File: config.mk
export PLATFORM = sky130hd
export DESIGN_NAME = websocket_url_splitter_core
export DESIGN_NICKNAME = d
export VERILOG_FILES = /design/src/rtl/wsus_pkg.sv /design/src/rtl/websocket_url_splitter_core.sv /design/src/rtl/wsus_port_reader.sv /design/src/rtl/wsus_step.sv
export SDC_FILE = /design/constraint.sdc
export NUM_CORES = 1
export LEC_CHECK = 0
export ABC_AREA = 1
export BUFFER_PORTS_ARGS = -buffer_cell sky130_fd_sc_hd__buf_2
export CELL_PAD_IN_SITES_DETAIL_PLACEMENT = 0
export CELL_PAD_IN_SITES_GLOBAL_PLACEMENT = 1
export CORE_MARGIN = 2
export CORE_UTILIZATION = 45
export DETAILED_ROUTE_END_ITERATION = 8
export GPL_TIMING_DRIVEN = 0
export PLACE_DENSITY = 0.84
export SLEW_MARGIN = 25
export SYNTH_ARGS = -nofsm -noshare
export SYNTH_HDL_FRONTEND = slang
export SYNTH_HIERARCHICAL = 1
export SYNTH_SLANG_ARGS = --single-unit
File: constraint.sdc
create_clock -name clk -period 4.8 [get_ports clk]
set_input_delay 0.96 -clock clk [delete_from_list [all_inputs] [get_ports clk]]
set_output_delay 0.96 -clock clk [all_outputs]
set_load 0.01 [all_outputs]
File: src/rtl/wsus_pkg.sv
// Package with shared types, constants and the scheme table of the websocket URL splitter.
`timescale 1ns / 1ps
`default_nettype none

package wsus_pkg;

    // Byte classification codes carried on byte_kind.
    localparam logic [1:0] KIND_OTHER = 2'd0;
    localparam logic [1:0] KIND_HOST  = 2'd1;
    localparam logic [1:0] KIND_PORT  = 2'd2;
    localparam logic [1:0] KIND_PATH  = 2'd3;

    localparam logic [16:0] PORT_MAX      = 17'd65535;
    localparam logic [16:0] PORT_DEF_WS   = 17'd80;
    localparam logic [16:0] PORT_DEF_WSS  = 17'd443;
    localparam logic [2:0]  SCHEME_LEN_WS  = 3'd5;
    localparam logic [2:0]  SCHEME_LEN_WSS = 3'd6;

    localparam logic [7:0] CH_COLON = 8'h3A;
    localparam logic [7:0] CH_SLASH = 8'h2F;
    localparam logic [7:0] CH_PLUS  = 8'h2B;
    localparam logic [7:0] CH_MINUS = 8'h2D;
    localparam logic [7:0] CH_SPACE = 8'h20;
    localparam logic [7:0] CH_TAB   = 8'h09;
    localparam logic [7:0] CH_CR    = 8'h0D;
    localparam logic [7:0] CH_ZERO  = 8'h30;
    localparam logic [7:0] CH_NINE  = 8'h39;
    localparam logic [7:0] CH_S     = 8'h73;
    localparam logic [7:0] CH_W     = 8'h77;

    typedef enum logic [2:0] {
        PH_SCHEME = 3'd0,
        PH_HOST   = 3'd1,
        PH_PORT   = 3'd2,
        PH_PATH   = 3'd3,
        PH_FAIL   = 3'd4
    } wsus_phase_t;

    typedef enum logic [1:0] {
        PP_SKIP   = 2'd0,
        PP_DIGITS = 2'd1,
        PP_DONE   = 2'd2
    } wsus_pphase_t;

    // State of the port number reader.
    typedef struct packed {
        wsus_pphase_t pphase;
        logic         negative;
        logic [16:0]  accum;
    } wsus_port_t;

    // Whole per-URL parser state.
    typedef struct packed {
        wsus_phase_t phase;
        logic [2:0]  scheme_pos;
        logic        secure;
        wsus_port_t  port;
    } wsus_state_t;

    // Parser state after reset and after the last byte of a URL.
    localparam wsus_state_t ST_RESET = '{
        phase:      PH_SCHEME,
        scheme_pos: 3'd0,
        secure:     1'b0,
        port:       '{pphase: PP_SKIP, negative: 1'b0, accum: 17'd0}
    };

    // Expected scheme byte at a position, for plain and secure schemes.
    function automatic logic [7:0] scheme_char(input logic secure, input logic [2:0] pos);
        logic [7:0] ch;
        begin
            ch = 8'h00;
            if (secure)
            begin
                unique case (pos)
                    3'd0:    ch = CH_W;
                    3'd1:    ch = CH_S;
                    3'd2:    ch = CH_S;
                    3'd3:    ch = CH_COLON;
                    3'd4:    ch = CH_SLASH;
                    3'd5:    ch = CH_SLASH;
                    default: ch = 8'h00;
                endcase
            end
            else
            begin
                unique case (pos)
                    3'd0:    ch = CH_W;
                    3'd1:    ch = CH_S;
                    3'd2:    ch = CH_COLON;
                    3'd3:    ch = CH_SLASH;
                    3'd4:    ch = CH_SLASH;
                    default: ch = 8'h00;
                endcase
            end
            return ch;
        end
    endfunction

endpackage

`default_nettype wire

File: src/rtl/websocket_url_splitter_core.sv
// Top level of the websocket URL splitter: input register, step logic and result register.
`timescale 1ns / 1ps
`default_nettype none

// The splitter takes a websocket URL one byte per beat, the final byte marked by
// is_last, and returns one result beat for every input beat, in order. The URL
// must open with ws:// (default port 80) or wss:// (default port 443, tls_on set).
// Each byte comes back on char_out with byte_kind: 0 for scheme, delimiters and
// anything after a bad scheme, 1 for host, 2 for port text, 3 for the path
// (including the slash that opens it). The port text is read as atoi would read
// it, with the magnitude held at 65535; port text without digits gives 0. On the
// beat flagged url_end, parse_ok, tls_on and port_number report the outcome; on
// every other beat, and for a malformed URL, they are zero. After the last byte
// the parser is back at its reset state, ready for the next URL.
// Throughput is one byte per clock cycle while the output side does not stall:
// the only feedback is the small parser state, updated in the same cycle as a
// byte moves from the input register to the result register. A result beat
// passes through the input register and then the result register, and an
// output stall can hold it in either. in_ready depends on out_ready through the
// two-entry pipeline, so both registers stay full while the output side stalls.
module websocket_url_splitter_core (
    input  wire logic              clk,
    input  wire logic              rst_n,
    input  wire logic              in_valid,
    output logic                   in_ready,
    input  wire logic [7:0]        char_in,
    input  wire logic              is_last,
    output logic                   out_valid,
    input  wire logic              out_ready,
    output logic [7:0]             char_out,
    output logic [1:0]             byte_kind,
    output logic                   url_end,
    output logic                   parse_ok,
    output logic                   tls_on,
    output logic signed [16:0]     port_number
);
    import wsus_pkg::*;

    // Input register.
    logic        ivalid_reg;
    logic [7:0]  ichar_reg;
    logic        ilast_reg;

    // Parser state.
    wsus_state_t st_reg;
    wsus_state_t st_next;

    // Result register.
    logic               ovalid_reg;
    logic [7:0]         ochar_reg;
    logic [1:0]         okind_reg;
    logic               oend_reg;
    logic               ook_reg;
    logic               otls_reg;
    logic signed [16:0] oport_reg;

    logic               advance;
    logic [1:0]         kind_next;
    logic               ok_next;
    logic               tls_next;
    logic signed [16:0] port_next;

    // A byte moves on when the result register is empty or being emptied.
    assign advance  = ivalid_reg && (!ovalid_reg || out_ready);
    assign in_ready = !ivalid_reg || advance;

    wsus_step u_step (
        .ch       (ichar_reg),
        .last     (ilast_reg),
        .st_cur   (st_reg),
        .st_next  (st_next),
        .kind     (kind_next),
        .ok       (ok_next),
        .tls      (tls_next),
        .port_val (port_next)
    );

    always_ff @(posedge clk or negedge rst_n)
    begin
        if (!rst_n)
        begin
            ivalid_reg <= 1'b0;
        end
        else if (in_ready)
        begin
            ivalid_reg <= in_valid;
        end
    end

    always_ff @(posedge clk)
    begin
        if (in_valid && in_ready)
        begin
            ichar_reg <= char_in;
            ilast_reg <= is_last;
        end
    end

    always_ff @(posedge clk or negedge rst_n)
    begin
        if (!rst_n)
        begin
            st_reg <= ST_RESET;
        end
        else if (advance)
        begin
            st_reg <= st_next;
        end
    end

    always_ff @(posedge clk or negedge rst_n)
    begin
        if (!rst_n)
        begin
            ovalid_reg <= 1'b0;
        end
        else if (advance)
        begin
            ovalid_reg <= 1'b1;
        end
        else if (out_ready)
        begin
            ovalid_reg <= 1'b0;
        end
    end

    always_ff @(posedge clk)
    begin
        if (advance)
        begin
            ochar_reg <= ichar_reg;
            okind_reg <= kind_next;
            oend_reg  <= ilast_reg;
            ook_reg   <= ok_next;
            otls_reg  <= tls_next;
            oport_reg <= port_next;
        end
    end

    assign out_valid   = ovalid_reg;
    assign char_out    = ochar_reg;
    assign byte_kind   = okind_reg;
    assign url_end     = oend_reg;
    assign parse_ok    = ook_reg;
    assign tls_on      = otls_reg;
    assign port_number = oport_reg;

endmodule

`default_nettype wire

File: src/rtl/wsus_port_reader.sv
// Port number reader: whitespace skip, optional sign and saturating decimal accumulation.
`timescale 1ns / 1ps
`default_nettype none

module wsus_port_reader (
    input  wire logic [7:0]          ch,
    input  wire wsus_pkg::wsus_port_t port_cur,
    output wsus_pkg::wsus_port_t     port_next
);
    import wsus_pkg::*;

    logic        is_digit;
    logic        is_space;
    logic        is_sign;
    logic [19:0] acc_wide;
    logic [16:0] acc_sat;

    assign is_digit = (ch >= CH_ZERO) && (ch <= CH_NINE);
    assign is_space = (ch == CH_SPACE) || ((ch >= CH_TAB) && (ch <= CH_CR));
    assign is_sign  = (ch == CH_PLUS) || (ch == CH_MINUS);

    // Times ten as two shifts and an add; the old value never exceeds 65535.
    assign acc_wide = {port_cur.accum, 3'b000} + {2'b00, port_cur.accum, 1'b0}
                    + {12'd0, ch - CH_ZERO};
    assign acc_sat  = (acc_wide > {3'b000, PORT_MAX}) ? PORT_MAX : acc_wide[16:0];

    always_comb
    begin
        port_next = port_cur;
        unique case (port_cur.pphase)
            PP_SKIP:
            begin
                priority if (is_space)
                begin
                    port_next = port_cur;
                end
                else if (is_sign)
                begin
                    port_next.negative = (ch == CH_MINUS);
                    port_next.pphase   = PP_DIGITS;
                end
                else if (is_digit)
                begin
                    port_next.pphase = PP_DIGITS;
                    port_next.accum  = acc_sat;
                end
                else
                begin
                    port_next.pphase = PP_DONE;
                end
            end
            PP_DIGITS:
            begin
                if (is_digit)
                begin
                    port_next.accum = acc_sat;
                end
                else
                begin
                    port_next.pphase = PP_DONE;
                end
            end
            default:
            begin
                port_next = port_cur;
            end
        endcase
    end

endmodule

`default_nettype wire

File: src/rtl/wsus_step.sv
// Per-byte step logic: scheme match, host/port/path tagging and the end-of-URL summary.
`timescale 1ns / 1ps
`default_nettype none

module wsus_step (
    input  wire logic [7:0]          ch,
    input  wire logic                last,
    input  wire wsus_pkg::wsus_state_t st_cur,
    output wsus_pkg::wsus_state_t    st_next,
    output logic [1:0]               kind,
    output logic                     ok,
    output logic                     tls,
    output logic signed [16:0]       port_val
);
    import wsus_pkg::*;

    wsus_port_t  port_upd;
    wsus_state_t st_adv;
    logic        sec_now;
    logic        match;
    logic [2:0]  pos_inc;

    wsus_port_reader u_port (
        .ch        (ch),
        .port_cur  (st_cur.port),
        .port_next (port_upd)
    );

    // An 's' at the third place selects the secure scheme.
    assign sec_now = st_cur.secure || ((st_cur.scheme_pos == 3'd2) && (ch == CH_S));
    assign match   = ((st_cur.scheme_pos == 3'd2) && (ch == CH_S))
                   || ((st_cur.scheme_pos < SCHEME_LEN_WSS)
                       && (ch == scheme_char(st_cur.secure, st_cur.scheme_pos)));
    assign pos_inc = st_cur.scheme_pos + 3'd1;

    // Next state.
    always_comb
    begin
        st_adv = st_cur;
        unique case (st_cur.phase)
            PH_SCHEME:
            begin
                if (!match)
                begin
                    st_adv.phase = PH_FAIL;
                end
                else
                begin
                    st_adv.secure     = sec_now;
                    st_adv.scheme_pos = pos_inc;
                    if (pos_inc == (sec_now ? SCHEME_LEN_WSS : SCHEME_LEN_WS))
                    begin
                        st_adv.phase      = PH_HOST;
                        st_adv.port.accum = sec_now ? PORT_DEF_WSS : PORT_DEF_WS;
                    end
                end
            end
            PH_HOST:
            begin
                if (ch == CH_COLON)
                begin
                    st_adv.phase         = PH_PORT;
                    st_adv.port.accum    = '0;
                    st_adv.port.negative = 1'b0;
                    st_adv.port.pphase   = PP_SKIP;
                end
                else if (ch == CH_SLASH)
                begin
                    st_adv.phase = PH_PATH;
                end
            end
            PH_PORT:
            begin
                if (ch == CH_SLASH)
                begin
                    st_adv.phase = PH_PATH;
                end
                else
                begin
                    st_adv.port = port_upd;
                end
            end
            default:
            begin
                st_adv = st_cur;
            end
        endcase

        if (last)
        begin
            st_next            = '0;
            st_next.phase      = PH_SCHEME;
            st_next.port.pphase = PP_SKIP;
        end
        else
        begin
            st_next = st_adv;
        end
    end

    // Outputs.
    always_comb
    begin
        kind = KIND_OTHER;
        unique case (st_cur.phase)
            PH_HOST:
            begin
                if (ch == CH_SLASH)
                begin
                    kind = KIND_PATH;
                end
                else if (ch != CH_COLON)
                begin
                    kind = KIND_HOST;
                end
            end
            PH_PORT:
            begin
                kind = (ch == CH_SLASH) ? KIND_PATH : KIND_PORT;
            end
            PH_PATH:
            begin
                kind = KIND_PATH;
            end
            default:
            begin
                kind = KIND_OTHER;
            end
        endcase

        ok       = last && (st_adv.phase == PH_PATH);
        tls      = ok && st_adv.secure;
        port_val = '0;
        if (ok)
        begin
            port_val = st_adv.port.negative ? -$signed(st_adv.port.accum)
                                            : $signed(st_adv.port.accum);
        end
    end

endmodule

`default_nettype wire

==> flow_metrics.py <==
metrics = {
    "outcome": {
        "status": "completed",
    },
    "logic_synthesis": {
        "syn_area_per_cell_um2": 6.67,
        "syn-instance-count": 1085,
        "ys_ff_latch": 68,
        "yosysMostFrequentCell": "nand2_1",
        "synthTopCellsByArea": "edfxtp_1, nand2_1, dfrtp_1",
        "yosysSeqAreaShare": 0.262,
        "ys_types": 53,
        "ys_warn_count": 6,
        "synthesis.nets": 1142,
        "netlist.top_cell.by_area": "edfxtp_1",
        "synth_edf_count": 39,
        "synth-main-ff-cell": "edfxtp_1",
        "synth_top_area_share": 0.162,
        "syn-cell-area_um2": 7230,
        "synth-async-reset-ratio": 0.426,
        "synthTopCellsByCount": "nand2_1, inv_1, nor2_1, a21oi_1, nand3_1",
    },
    "timing": {
        "setup_ws_ns": 0.137,
        "finalSetupViolCount": 0,
        "rsz0062_at_grt": "true",
        "slew_headroom": 0.529,
        "fin_crit_sh": 0.971,
        "worstMarginPinSlew_ns": 0.707,
        "min_period_ns": 4.66,
        "finalHoldViolations": 0,
        "clock_skew_ns": 0.00815,
        "max_freq_mhz": 214,
        "report.final.slew_viol_count": 0,
    },
    "detailed_routing": {
        "wirelength_mm": 21.0,
        "drc_errors": 0,
        "dr.pass1.iters": 5,
        "routedWlPerCell_um": 15.2,
        "vias_per_cell": 5.20,
        "vias": 7206,
        "drt_iter0_markers": 547,
        "ant_nets": 0,
    },
    "finish": {
        "largest_reg_flops": 27,
        "drive_gt1_frac": 0.221,
        "syn_to_final_growth_pct": 17.9,
        "diodes": 0,
        "post-route-util": 0.541,
        "fin_cells": 1385,
        "fin_nets": 1221,
    },
    "global_route": {
        "grt_max_degree": 31,
        "grt_pass1_wl_mm": 33.4,
        "grt_usage": 0.250,
        "antenna_found_initial": 0,
        "grt_pass1_vias": 6725,
        "grt.overflow.total": 0,
    },
    "placement": {
        "dpl.hpwl_mm": 15.7,
        "dpl_worst_slack_ns": -0.315,
        "gp_congestion": 0.875,
        "io_buffer_count": 44,
        "dp_cells": 1345,
    },
    "clocking": {
        "numCtsBuffers": 9,
        "clk_latency_ns": 0.34,
        "cts-root-buf": "clkbuf_16",
        "hold_buffers": 0,
        "cts_max_path_buffers": 2,
        "cts_tree": "yes",
        "clkTransAtPathRegs_ns": 0.07,
        "htree_levels": 3,
        "clock-sinks": 68,
    },
    "setup_path": {
        "worstSetupStartpointType": "register",
        "cpMostUsedCell": "nand2_2",
        "cp.required_ns": 4.90,
        "rr_startpoint": "ichar_reg[4]",
        "ff2ff_path_depth": 28,
        "crit_path_max_fanout": 5,
        "cp-end-kind": "register",
        "worstSetupPathType": "reg -> reg",
        "crit_arrival_ns": 4.76,
        "slowest_delay_ns": 0.53,
        "cp_slowest_cell": "fa_1",
        "startpoint": "ichar_reg[4]",
    },
    "job": {
        "cap_viol_max_count": 0,
    },
    "worst_hold_path": {
        "min_path_type": "reg -> reg",
        "whs_path_depth": 0,
        "worstHoldStart": "ilast_reg",
    },
    "die": {
        "die_y_um": 131,
        "coreArea_um2": 15800,
        "start_util": 0.459,
        "die_w_um": 131,
        "die-area_um2": 17100,
        "row_count": 46,
        "io_pins": 45,
    },
    "power_and_ir_drop": {
        "p_leak_nw": 4.39,
        "vdd_drop_max_uv": 228,
        "p_per_area_nw_per_um2": 401,
    },
}
through the flow:
step                instance area [µm²]  setup TNS [ns]  total power, mW  hold WS (ns)
finish                             8530               0             3.42         0.455
global route                       8530          -0.742             3.65         0.466
floorplan                          7230               0             1.97         0.424
detailed placement                 7720           -1.68             2.39         0.440
CTS                                8140               0             3.18         0.455
global placement                   7720           -1.31             2.38         0.431
worst paths after layout:
path | slack [ns] | end
max in group asynchronous | 3.68 | st_reg[15]
min in group asynchronous | 0.66 | out_valid
max | 0.14 | port_number[10]
min reg2reg | 0.46 | url_end
min | 0.46 | url_end
max reg2reg | 0.14 | port_number[10]
report_power, final:
part / switching, mW / internal, mW
logic: 1.23 / 0.715
clock network: 0.276 / 0.406
registers: 0.0963 / 0.699
routing by layer:
layer | vias to the layer above | global-route usage | wire length [µm]
met5 | - | 0 | 0
met1 | 3330 | 0.327 | 9590
met3 | 27 | 0.0322 | 1010
li1 | 3655 | - | -
met4 | 0 | 0.0982 | 422
met2 | 194 | 0.420 | 10000
cell type report:
cell class                 instances  area [µm²]
tap                              216         270
multi-input combinational        801        4700
fill                            1612        7240
clock buffer                       9         225
inverter                         181         682
timing repair buffer              68         408
sequential                        68        1900
buffer                            35         269
clock inverter                     7        75.1
cells by family after synthesis:
family	after synthesis	synth area share
and+or+nand+nor	619	0.408
buffers and inverters	216	0.131
AOI/OAI and AO/OA	127	0.103
DFF	68	0.262
adders and majority gates	44	0.0823
xor gates and xnor gates	11	0.0133
worst max-delay path, delay by kind of cell, from the launching register on:
family          cells  cell delay (ns)
flops               1             0.45
buf+inv             3             0.19
simple gates       17             1.84
compound gates      4             0.65
fa+ha+maj           4             1.28
cell usage in the layout (no fill, tap or decap), types with 4 or more instances in the layout:
cell type  netlist  layout
a21oi_2          1       5
inv_1          167     162
dfrtp_1         29      29
a22oi_2          0       5
a21oi_1         75      70
o21ai_1          6       5
nor2_4           3       6
clkbuf_16        0       9
xor2_1           9       8
buf_6           12      14
ha_4             0       5
nor3_1           8       8
inv_2           11      15
buf_2            4      48
nand4_1         47      47
nand2_4         11      17
nand2_2         24      43
o21ai_0         15      14
buf_4            4      26
nor2_2          10      14
nand3_1         66      63
nor2_1         110     103
edfxtp_1        39      39
nand3_4          6       8
nand2_1        307     282
and2_1           4       4
nand3_2         14      15
ha_1            38      32
fa_1             6       6
clkbuf_1        11      11
timing repair:
action | in CTS | in global routing
endpoints found under the setup margin | 7 | 14
gates resized for setup | 9 | 71
buffers inserted | 9 | 15
pin swaps | 2 | 38
No activity file was read; power rests on OpenSTA's default activity.
